## config.mk

```make
export PLATFORM = sky130hd
export DESIGN_NAME = pia_port_keypad_matrix
export DESIGN_NICKNAME = d
export VERILOG_FILES = /design/src/hw/rtl/pia_kpm_pkg.sv /design/src/hw/rtl/pia_kpm_input.sv /design/src/hw/rtl/pia_kpm_core.sv /design/src/hw/rtl/pia_kpm_result.sv /design/src/hw/rtl/pia_port_keypad_matrix.sv
export SDC_FILE = /design/constraint.sdc
export NUM_CORES = 1
export LEC_CHECK = 0
export BUFFER_PORTS_ARGS = -buffer_cell sky130_fd_sc_hd__buf_4
export CORE_MARGIN = 4
export CORE_UTILIZATION = 58
export CTS_BUF_LIST = sky130_fd_sc_hd__clkbuf_16
export CTS_CLUSTER_DIAMETER = 80
export DETAILED_ROUTE_END_ITERATION = 10
export PLACE_DENSITY = 0.76
export SETUP_SLACK_MARGIN = 0.4
export SYNTH_ARGS = -nofsm -noshare
export SYNTH_HDL_FRONTEND = slang
export SYNTH_SLANG_ARGS = --single-unit
```

## constraint.sdc

```tcl
create_clock -name clk -period 2.45 [get_ports clk]
set_clock_uncertainty 0.15 [all_clocks]
set_input_delay 0 -clock clk [delete_from_list [all_inputs] [get_ports clk]]
set_output_delay 0 -clock clk [all_outputs]
set_load 0.02 [all_outputs]
```

## src/hw/rtl/pia_kpm_pkg.sv

```systemverilog
// shared types and constants for the keypad matrix port
package pia_kpm_pkg;

	// operation codes
	localparam logic [2:0] OP_READ         = 3'd0;
	localparam logic [2:0] OP_WRITE        = 3'd1;
	localparam logic [2:0] OP_KEY_DOWN     = 3'd2;
	localparam logic [2:0] OP_KEY_UP       = 3'd3;
	localparam logic [2:0] OP_STEP_PRESS   = 3'd4;
	localparam logic [2:0] OP_STEP_RELEASE = 3'd5;
	localparam logic [2:0] OP_CLEAR_KEYS   = 3'd6;

	// register select codes
	localparam logic [1:0] REG_DATA    = 2'd0;
	localparam logic [1:0] REG_CONTROL = 2'd1;

	// control register bit that picks the direction register
	localparam int unsigned CTRL_DIR_BIT = 2;

	localparam logic [7:0] PORT_IDLE = 8'hFF;

	typedef struct packed {
		logic [2:0] operation;
		logic [1:0] register_select;
		logic [7:0] write_data;
		logic [3:0] key_index;
	} item_t;

	typedef struct packed {
		logic [7:0] read_data;
		logic       direction_chosen;
		logic       step_flag;
	} result_t;

endpackage

```

## src/hw/rtl/pia_kpm_input.sv

```systemverilog
// input register stage with stall back to the producer
module pia_kpm_input (
	input  logic                clk,
	input  logic                arst_n,
	input  logic                item_valid,
	output logic                item_stall,
	input  pia_kpm_pkg::item_t  item,
	input  logic                advance,
	output logic                valid_s1,
	output pia_kpm_pkg::item_t  item_s1
);
	import pia_kpm_pkg::*;

	// hold the producer only while a held item cannot move on
	assign item_stall = valid_s1 && !advance;

	// valid bit of the stage
	always_ff @(posedge clk or negedge arst_n) begin
		if (!arst_n) begin
			valid_s1 <= 1'b0;
		end else if (!item_stall) begin
			valid_s1 <= item_valid;
		end
	end

	// payload capture on a transfer
	always_ff @(posedge clk) begin
		if (item_valid && !item_stall) begin
			item_s1 <= item;
		end
	end
endmodule

```

## src/hw/rtl/pia_kpm_core.sv

```systemverilog
// port registers, key matrix state and the per-item update and scan logic
module pia_kpm_core (
	input  logic                  clk,
	input  logic                  arst_n,
	input  logic                  fire,
	input  pia_kpm_pkg::item_t    item_s1,
	input  logic                  step_flag_invert,
	output pia_kpm_pkg::result_t  result_next
);
	import pia_kpm_pkg::*;

	logic [15:0] key_pressed_q;
	logic        direction_selected_q;
	logic [7:0]  output_mask_q;
	logic [7:0]  output_value_q;
	logic        step_button_q;

	logic [15:0] key_pressed_d;
	logic        direction_selected_d;
	logic [7:0]  output_mask_d;
	logic [7:0]  output_value_d;
	logic        step_button_d;

	logic [15:0] key_bit;
	logic [7:0]  scan;
	logic [7:0]  port_value;
	logic [7:0]  read_data;
	logic        dir_chosen;

	assign key_bit = 16'(1) << item_s1.key_index;

	// matrix scan: driven-low rows pull columns, driven-low columns pull rows
	always_comb begin
		scan = PORT_IDLE;
		for (int r = 0; r < 4; r++) begin
			for (int c = 0; c < 4; c++) begin
				if (key_pressed_q[4 * r + c] && !output_value_q[r]) begin
					scan[4 + c] = 1'b0;
				end
				if (key_pressed_q[4 * r + c] && !output_value_q[4 + c]) begin
					scan[r] = 1'b0;
				end
			end
		end
	end

	// inputs read back the matrix, outputs read back the driven value
	assign port_value = (scan & ~output_mask_q) | (output_value_q & output_mask_q);

	// operation decode and next state
	always_comb begin
		key_pressed_d        = key_pressed_q;
		direction_selected_d = direction_selected_q;
		output_mask_d        = output_mask_q;
		output_value_d       = output_value_q;
		step_button_d        = step_button_q;
		read_data            = PORT_IDLE;
		dir_chosen           = 1'b0;
		unique case (item_s1.operation)
			OP_READ: begin
				if (item_s1.register_select == REG_DATA && !direction_selected_q) begin
					read_data = port_value;
				end
			end
			OP_WRITE: begin
				if (item_s1.register_select == REG_CONTROL) begin
					direction_selected_d = item_s1.write_data[CTRL_DIR_BIT];
					dir_chosen           = item_s1.write_data[CTRL_DIR_BIT];
				end else if (item_s1.register_select == REG_DATA) begin
					if (direction_selected_q) begin
						output_mask_d = item_s1.write_data;
					end else begin
						output_value_d = (item_s1.write_data & output_mask_q)
							| ~output_mask_q;
					end
				end
			end
			OP_KEY_DOWN:     key_pressed_d = key_pressed_q | key_bit;
			OP_KEY_UP:       key_pressed_d = key_pressed_q & ~key_bit;
			OP_STEP_PRESS:   step_button_d = 1'b0;
			OP_STEP_RELEASE: step_button_d = 1'b1;
			OP_CLEAR_KEYS:   key_pressed_d = '0;
			default: begin
			end
		endcase
	end

	assign result_next.read_data        = read_data;
	assign result_next.direction_chosen = dir_chosen;
	assign result_next.step_flag        = step_button_d ^ step_flag_invert;

	// state registers, updated as the item leaves the input stage
	always_ff @(posedge clk or negedge arst_n) begin
		if (!arst_n) begin
			key_pressed_q        <= '0;
			direction_selected_q <= 1'b1;
			output_mask_q        <= '0;
			output_value_q       <= PORT_IDLE;
			step_button_q        <= 1'b1;
		end else if (fire) begin
			key_pressed_q        <= key_pressed_d;
			direction_selected_q <= direction_selected_d;
			output_mask_q        <= output_mask_d;
			output_value_q       <= output_value_d;
			step_button_q        <= step_button_d;
		end
	end
endmodule

```

## src/hw/rtl/pia_kpm_result.sv

```systemverilog
// result register feeding the consumer
module pia_kpm_result (
	input  logic                  clk,
	input  logic                  arst_n,
	input  logic                  valid_s1,
	input  pia_kpm_pkg::result_t  result_next,
	output logic                  advance,
	output logic                  result_valid,
	input  logic                  result_stall,
	output pia_kpm_pkg::result_t  result
);
	import pia_kpm_pkg::*;

	// register may load when empty or when its content transfers now
	assign advance = !result_valid || !result_stall;

	always_ff @(posedge clk or negedge arst_n) begin
		if (!arst_n) begin
			result_valid <= 1'b0;
		end else if (advance) begin
			result_valid <= valid_s1;
		end
	end

	// payload capture
	always_ff @(posedge clk) begin
		if (advance && valid_s1) begin
			result <= result_next;
		end
	end
endmodule

```

## src/hw/rtl/pia_port_keypad_matrix.sv

```systemverilog
// top level of the keypad matrix port
// Port A of a peripheral interface adapter scanning a 4x4 key matrix. Each
// transfer on the item channel is a register read or write, a key event, a
// step button event or a clear of all keys, and gives exactly one result.
// An item is captured in the input register at its transfer and its result
// is loaded into the result register when that register can advance, which a
// stall from the consumer can delay; with no stall from the consumer one item
// is taken every cycle, as the decode and matrix scan between the two
// registers are combinational.
// The configuration channel writes the step flag inversion bit and is
// always ready.
module pia_port_keypad_matrix (
	input  logic                  clk,
	input  logic                  arst_n,
	input  logic                  item_valid,
	output logic                  item_stall,
	input  pia_kpm_pkg::item_t    item,
	output logic                  result_valid,
	input  logic                  result_stall,
	output pia_kpm_pkg::result_t  result,
	input  logic                  cfg_valid,
	output logic                  cfg_ready,
	input  logic                  cfg_data
);
	import pia_kpm_pkg::*;

	logic    advance;
	logic    valid_s1;
	item_t   item_s1;
	result_t result_next;
	logic    step_flag_invert_q;

	// configuration register
	assign cfg_ready = 1'b1;

	always_ff @(posedge clk or negedge arst_n) begin
		if (!arst_n) begin
			step_flag_invert_q <= 1'b0;
		end else if (cfg_valid && cfg_ready) begin
			step_flag_invert_q <= cfg_data;
		end
	end

	pia_kpm_input u_input (
		.clk        (clk),
		.arst_n     (arst_n),
		.item_valid (item_valid),
		.item_stall (item_stall),
		.item       (item),
		.advance    (advance),
		.valid_s1   (valid_s1),
		.item_s1    (item_s1)
	);

	pia_kpm_core u_core (
		.clk              (clk),
		.arst_n           (arst_n),
		.fire             (valid_s1 && advance),
		.item_s1          (item_s1),
		.step_flag_invert (step_flag_invert_q),
		.result_next      (result_next)
	);

	pia_kpm_result u_result (
		.clk          (clk),
		.arst_n       (arst_n),
		.valid_s1     (valid_s1),
		.result_next  (result_next),
		.advance      (advance),
		.result_valid (result_valid),
		.result_stall (result_stall),
		.result       (result)
	);

	// the producer is held only behind a full, stalled result register
	assert property (@(posedge clk) disable iff (!arst_n)
		item_stall |-> (result_valid && result_stall && valid_s1))
		else $error("item stall without a blocked result");

	// a transferred result with nothing behind it leaves the register empty
	assert property (@(posedge clk) disable iff (!arst_n)
		(result_valid && !result_stall && !valid_s1) |=> !result_valid)
		else $error("result repeated after transfer");

	// the direction flag only comes from a control write, which reads idle
	assert property (@(posedge clk) disable iff (!arst_n)
		(result_valid && result.direction_chosen) |-> (result.read_data == PORT_IDLE))
		else $error("direction flag on a read result");
endmodule

```

### After elaboration in Yosys (flattened, before gate mapping)

Index checks and enable logic that the tools add are counted.

* output and inout bits: 13
* input port bits: 23
* register bits: 64

* bitwise gates (word level): 12
* reductions and logical operators: 59
* equal/unequal tests: 7
* multiplexer cells: 34
* shift-type cells: 1

Operators by type and width (number)
* 16-bit case mux with 3 select lines: 1
* 1-bit logical AND: 36
* 1-bit 2-to-1 mux: 32
* 8-bit AND: 3
* 16-bit AND: 1
* 16-bit inverter: 1
* 16-bit bitwise OR: 1
* 8-bit bitwise OR: 2
* 1-bit by 4-bit << shifter with 16-bit output (first input constant): 1
* 1-bit logical NOT: 13
* 5-bit AND reduction: 2
* 3-bit == test (second input constant): 3
* 8-bit inverter: 1
* 3-bit by 2-bit == test with 1-bit output (second input constant): 2
* 2-bit AND reduction: 3
* 3-bit by 1-bit == test with 1-bit output (second input constant): 1
* 3-bit logical NOT: 1
* 3-bit AND reduction: 1
* 3-bit nonzero test: 1
* 2-bit by 1-bit == test with 1-bit output (second input constant): 1
* 2-bit logical NOT: 1
* 1-bit inverter: 2
* 1-bit case mux with 2 select lines: 1
* 1-bit logical OR: 1
* 1-bit XOR: 1

### Longest topological paths before layout

* word-level depth: 8
* mapped depth: 6
* mapped depth without buffers: 4

### Modules after synthesis

Synthesis repeated with hierarchy kept, for this count alone.

* cells, all modules: 244
* area, all modules: 3024.2 um^2

By module, submodules not included
* pia_kpm_core: area an instance 2050.7 um^2, cells an instance 203, times used 1
* pia_kpm_input: area an instance 568.0 um^2, cells an instance 22, times used 1
* pia_kpm_result: area an instance 347.8 um^2, cells an instance 14, times used 1
* pia_port_keypad_matrix: area an instance 57.6 um^2, cells an instance 5, times used 1

### Worst setup path after synthesis

OpenSTA, ideal clock, no wires.

* kind: reg-to-reg
* from: reg u_result.result_valid
* to: reg u_core.output_mask_q[0]
* arrival time: 1.637 ns
* setup time: 0.128 ns
* required time: 2.172 ns
* stages on the path, launching flop included: 6
* path slack: 0.535 ns
* clock period less this slack: 1.915 ns
* path buffers: 1
* path through: dfrtp_1 a21bo_1 buf_2 inv_2 nand4_2 mux2_1

* cells in the longest elaborated chain, start to end: 4

RTL lines
* start, declared: line pia_kpm_result.sv:8 `output logic result_valid,`
* start signal, assigned: line pia_kpm_result.sv:21 `result_valid <= valid_s1;`
* 1-bit logical NOT: line pia_kpm_result.sv:15 `assign advance = !result_valid || !result_stall;`
* 1-bit logical OR: line pia_kpm_result.sv:15
* 1-bit logical AND: line pia_port_keypad_matrix.sv:58 `.fire (valid_s1 && advance),`
* named net u_core.fire: line pia_kpm_core.sv:5 `input logic fire,`
* 5-bit AND reduction (no line)
* end signal, assigned: line pia_kpm_core.sv:103 `output_mask_q <= output_mask_d;`
* end, declared: line pia_kpm_core.sv:14 `logic [7:0] output_mask_q;`

The timed path passes the listed nets, and every way through them passes these cells.
A chain may end at the register's enable or synchronous reset.

### Worst setup path after layout

* from: reg, netlist name u_input.item_s1[2]
* to: reg u_core.key_pressed_q[1]

* cells in the longest elaborated chain, start to end: 4
* elaborated cells between the ends (all ways): 5
* classes of those cells: shift (1); mux (1); bitwise (3)

RTL lines
* 1-bit by 4-bit << shifter with 16-bit output (*): line pia_kpm_core.sv:30 `assign key_bit = 16'(1) << item_s1.key_index;`
* 16-bit inverter: line pia_kpm_core.sv:79 `OP_KEY_UP: key_pressed_d = key_pressed_q & ~key_bit;`
* 16-bit AND: line pia_kpm_core.sv:79
* 16-bit case mux with 3 select lines (*): line pia_kpm_core.sv:59 `unique case (item_s1.operation)`
* end signal, assigned: line pia_kpm_core.sv:101 `key_pressed_q <= key_pressed_d;`
* end, declared: line pia_kpm_core.sv:12 `logic [15:0] key_pressed_q;`

Every way passes the cells marked *; elsewhere a longest branch is shown, timed or not.

==> impl_metrics.py <==
metrics = {
    "critical_path": {
        "critPathSlowestCell": "edfxtp_1",
        "required_ns": 2.48,
        "crit_type": "reg -> reg",
        "timing.rr.start": "u_input.item_s1[2]$_DFFE_PP_",
        "rrSetupSlack_ns": 0.36,
        "crit_arrival_ns": 2.12,
        "end_kind": "register",
        "r2r-end": "u_core.key_pressed_q[1]$_DFFE_PN0P_",
        "slowest_delay_ns": 0.63,
        "crit_family": "flip-flops",
        "path_buf_inv": 0,
        "worstSetupStartpointType": "register",
        "rr_worst_depth": 3,
        "crit_path_max_fanout": 20,
        "cp_cell_sequence": "or4b_1 > a2111oi_0 > o22ai_1",
    },
    "synth": {
        "synth-edff-count": 27,
        "syn_inst": 256,
        "synth-seq-cells": 64,
        "syn_area_per_cell_sq_um": 12.2,
        "seq_area_frac_synth": 0.561,
        "synthDistinctLibCells": 40,
        "ys.warnings.count": 0,
        "synth_compound_area_frac": 0.127,
        "async_reset_ff_frac": 0.578,
        "yosys.area_share.simple": 0.182,
        "synth_mux_area_frac": 0.0718,
        "netlist_area_sq_um": 3120,
        "syn_nets": 279,
        "synth_adder_area_share": 0,
        "ys.flop_type": "edfxtp_1",
        "synth_top_family_by_area": "simple AND/OR/NAND/NOR gates",
        "synth_xor_area_frac": 0.00562,
    },
    "clock_network": {
        "htreeDepth": 3,
        "path_clk_slew_ns": 0.06,
        "cts_tree": "done",
        "root_buffer": "clkbuf_16",
        "cts_sinks": 64,
        "cts-buffers-inserted": 9,
        "clock_path_buffers": 2,
        "clk_latency_ns": 0.33,
    },
    "placement": {
        "post-dp-hpwl_um": 4420,
        "place_congestion": 0.823,
        "portBuffers": 34,
    },
    "route": {
        "dr_wl_met3_um": 480,
        "routed.top_layer": "met4",
        "antenna_left": 0,
        "wl_met1_um": 2910,
        "route.detailed.drc": 0,
        "drt_wl_total_um": 7330,
        "via_per_inst": 6.12,
        "routedWlPerCell_um": 19.0,
        "firstDrtPassIters": 5,
        "vias": 2364,
        "first_iter_violations": 261,
        "dr_wl_met2_um": 3720,
    },
    "worst_hold_path": {
        "hp-class": "in -> async",
    },
    "global_routing": {
        "first_global_vias": 2330,
        "antenna_found_initial": 0,
        "overflow": 0,
        "grt_max_degree": 38,
        "grt_pass1_wl_um": 11600,
        "grt_usage": 0.242,
    },
    "power_and_ir_drop": {
        "p_sw_frac": 0.244,
        "power_leakage_uw": 0.00149,
        "sequentialPowerShare": 0.450,
        "powerDensity_nw_per_um2": 785,
        "p_clk_frac": 0.434,
        "irDropWorstVdd_uv": 735,
        "p_int_uw": 2350,
        "switching_power_uw": 760,
        "p_comb_frac": 0.116,
    },
    "layout": {
        "drive_gt1_frac": 0.234,
        "syn_to_final_growth_pct": 27.1,
        "final_common_cell": "buf_4",
        "final_cell_mix": "37 x buf_4, 36 x nand2b_1, 27 x dfrtp_1, 27 x edfxtp_1, 23 x dlygate4sd3_1",
        "antenna_cells": 0,
        "n_fill_cell": 319,
        "nNetsFinal": 334,
    },
    "floorplanning": {
        "io_pins": 36,
        "coreArea_sq_um": 5170,
        "start_util": 0.603,
        "die-area_sq_um": 6620,
        "die_y_um": 81.3,
        "die_w_um": 81.3,
        "num_rows": 26,
    },
    "sta": {
        "finalHoldWorstSlack_ns": 0.0253,
        "period_minus_slack_ns": 2.09,
        "rsz0062_at_grt": "true",
        "setup_viol": 0,
        "max_freq_ghz": 0.480,
        "drv_slew": 0,
        "tightest_slew_ns": 0.734,
        "hold_viol_final": 0,
        "setup_tns_ns": 0,
        "relSlewSlack": 0.508,
        "finalCritPeriodShare": 0.851,
    },
    "status": {
        "status": "completed",
    },
    "run": {
        "maxCapViolations": 0,
    },
}
through the flow:
step / power [uW] / cell area (sq um) / setup WS, ns / util / instances
floorplan: 1600 / 3120 / 0.535 / - / 256
global placement: 1720 / 3400 / 0.489 / 0.657 / 346
detailed placement: 1730 / 3400 / 0.437 / 0.657 / 346
CTS: 3120 / 3960 / 0.417 / 0.765 / 385
global route: 3230 / 3960 / 0.286 / 0.766 / 386
finish: 3110 / 3960 / 0.365 / 0.766 / 386
flip-flops by register name, indices dropped and copies added (netlist names):
signal	count
u_core.direction_selected_q	1
u_core.output_mask_q	8
u_core.key_pressed_q	16
u_core.output_value_q	8
u_core.step_button_q	1
u_result.result	10
step_flag_invert_q	1
u_input.valid_s1	1
u_result.result_valid	1
u_input.item_s1	17
worst max path at each step:
stage                                          end                              start  slack [ns]  cells past startpoint
6_report       u_core.key_pressed_q[1]$_DFFE_PN0P_       u_input.item_s1[2]$_DFFE_PP_        0.36                      3
5_1_grt        u_core.key_pressed_q[2]$_DFFE_PN0P_       u_input.item_s1[2]$_DFFE_PP_        0.29                      3
4_1_cts        u_core.key_pressed_q[0]$_DFFE_PN0P_       u_input.item_s1[2]$_DFFE_PP_        0.42                      3
3_5_place_dp   u_core.key_pressed_q[0]$_DFFE_PN0P_       u_input.item_s1[3]$_DFFE_PP_        0.44                      3
3_3_place_gp   u_core.key_pressed_q[1]$_DFFE_PN0P_       u_input.item_s1[3]$_DFFE_PP_        0.49                      3
2_1_floorplan  u_core.output_mask_q[0]$_DFFE_PN0P_  u_result.result_valid$_DFFE_PN0P_        0.54                      5
layer usage:
metal / global-route usage / up-vias
met2: 0.386 / 108
li1: - / 1075
met1: 0.300 / 1159
met3: 0.0632 / 22
met5: 0 / -
met4: 0.133 / 0
cells in the mapped netlist, types with 2 or more instances:
cell type,instances,area (sq um)
inv_1,18,67.6
o211ai_1,8,60.1
and2_1,2,12.5
a2111oi_1,2,20.0
buf_2,7,35.0
dfstp_2,10,263
dfrtp_1,27,676
nand2_1,9,33.8
clkbuf_1,7,26.3
edfxtp_1,27,811
o22ai_1,16,100
a2111oi_0,13,114
nand4_1,6,37.5
nor2b_1,3,18.8
or4b_1,4,40.0
nand4bb_1,6,67.6
nand2b_1,36,225
mux2_2,3,33.8
nand4b_1,4,35.0
nor2_1,4,15.0
o2111ai_1,8,70.1
xnor2_1,2,17.5
and3b_1,2,17.5
mux2_1,16,180
worst register-to-register path, cell delays in order, from the launching register on:
cell	delay, ns
edfxtp_1	0.63
or4b_1	0.58
a2111oi_0	0.43
o22ai_1	0.15
cell families (layout without fill, tap and decap cells):
| kind of cell | Yosys count | count (layout) |
|---|---|---|
| muxes | 20 | 20 |
| and+or+nand+nor | 83 | 83 |
| buffers and inverters | 36 | 96 |
| xor gates and xnor gates | 2 | 2 |
| AOI/OAI and AO/OA | 50 | 50 |
| DFF | 64 | 64 |
| other | 1 | 1 |
power by group through the flow:
stage	combinational, uW	sequential (uW)	clock (uW)
floorplan	237	1360	0
detailed placement	319	1410	0
global route	394	1410	1430
finish	360	1400	1350
CTS	355	1400	1370
global placement	312	1400	0
cell type report:
class,count,area (sq um),area share
clock buffers,9,225,0.0568
well taps,70,87.6,0.0221
clock inverters,7,96.3,0.0243
flip-flops and latches,64,1750,0.441
multi-input cells,156,1220,0.307
inverters,19,71.3,0.0180
repair buffers,61,515,0.130
what timing repair did:
item | in CTS | in global routing
hold buffers | 23 | 0
endpoints found under the hold margin | 57 | 0
buffers inserted | 0 | 1
gates resized for setup | 1 | 1
setup endpoints to repair | 6 | 8
Note: power is estimated with default switching activity, not from simulation.
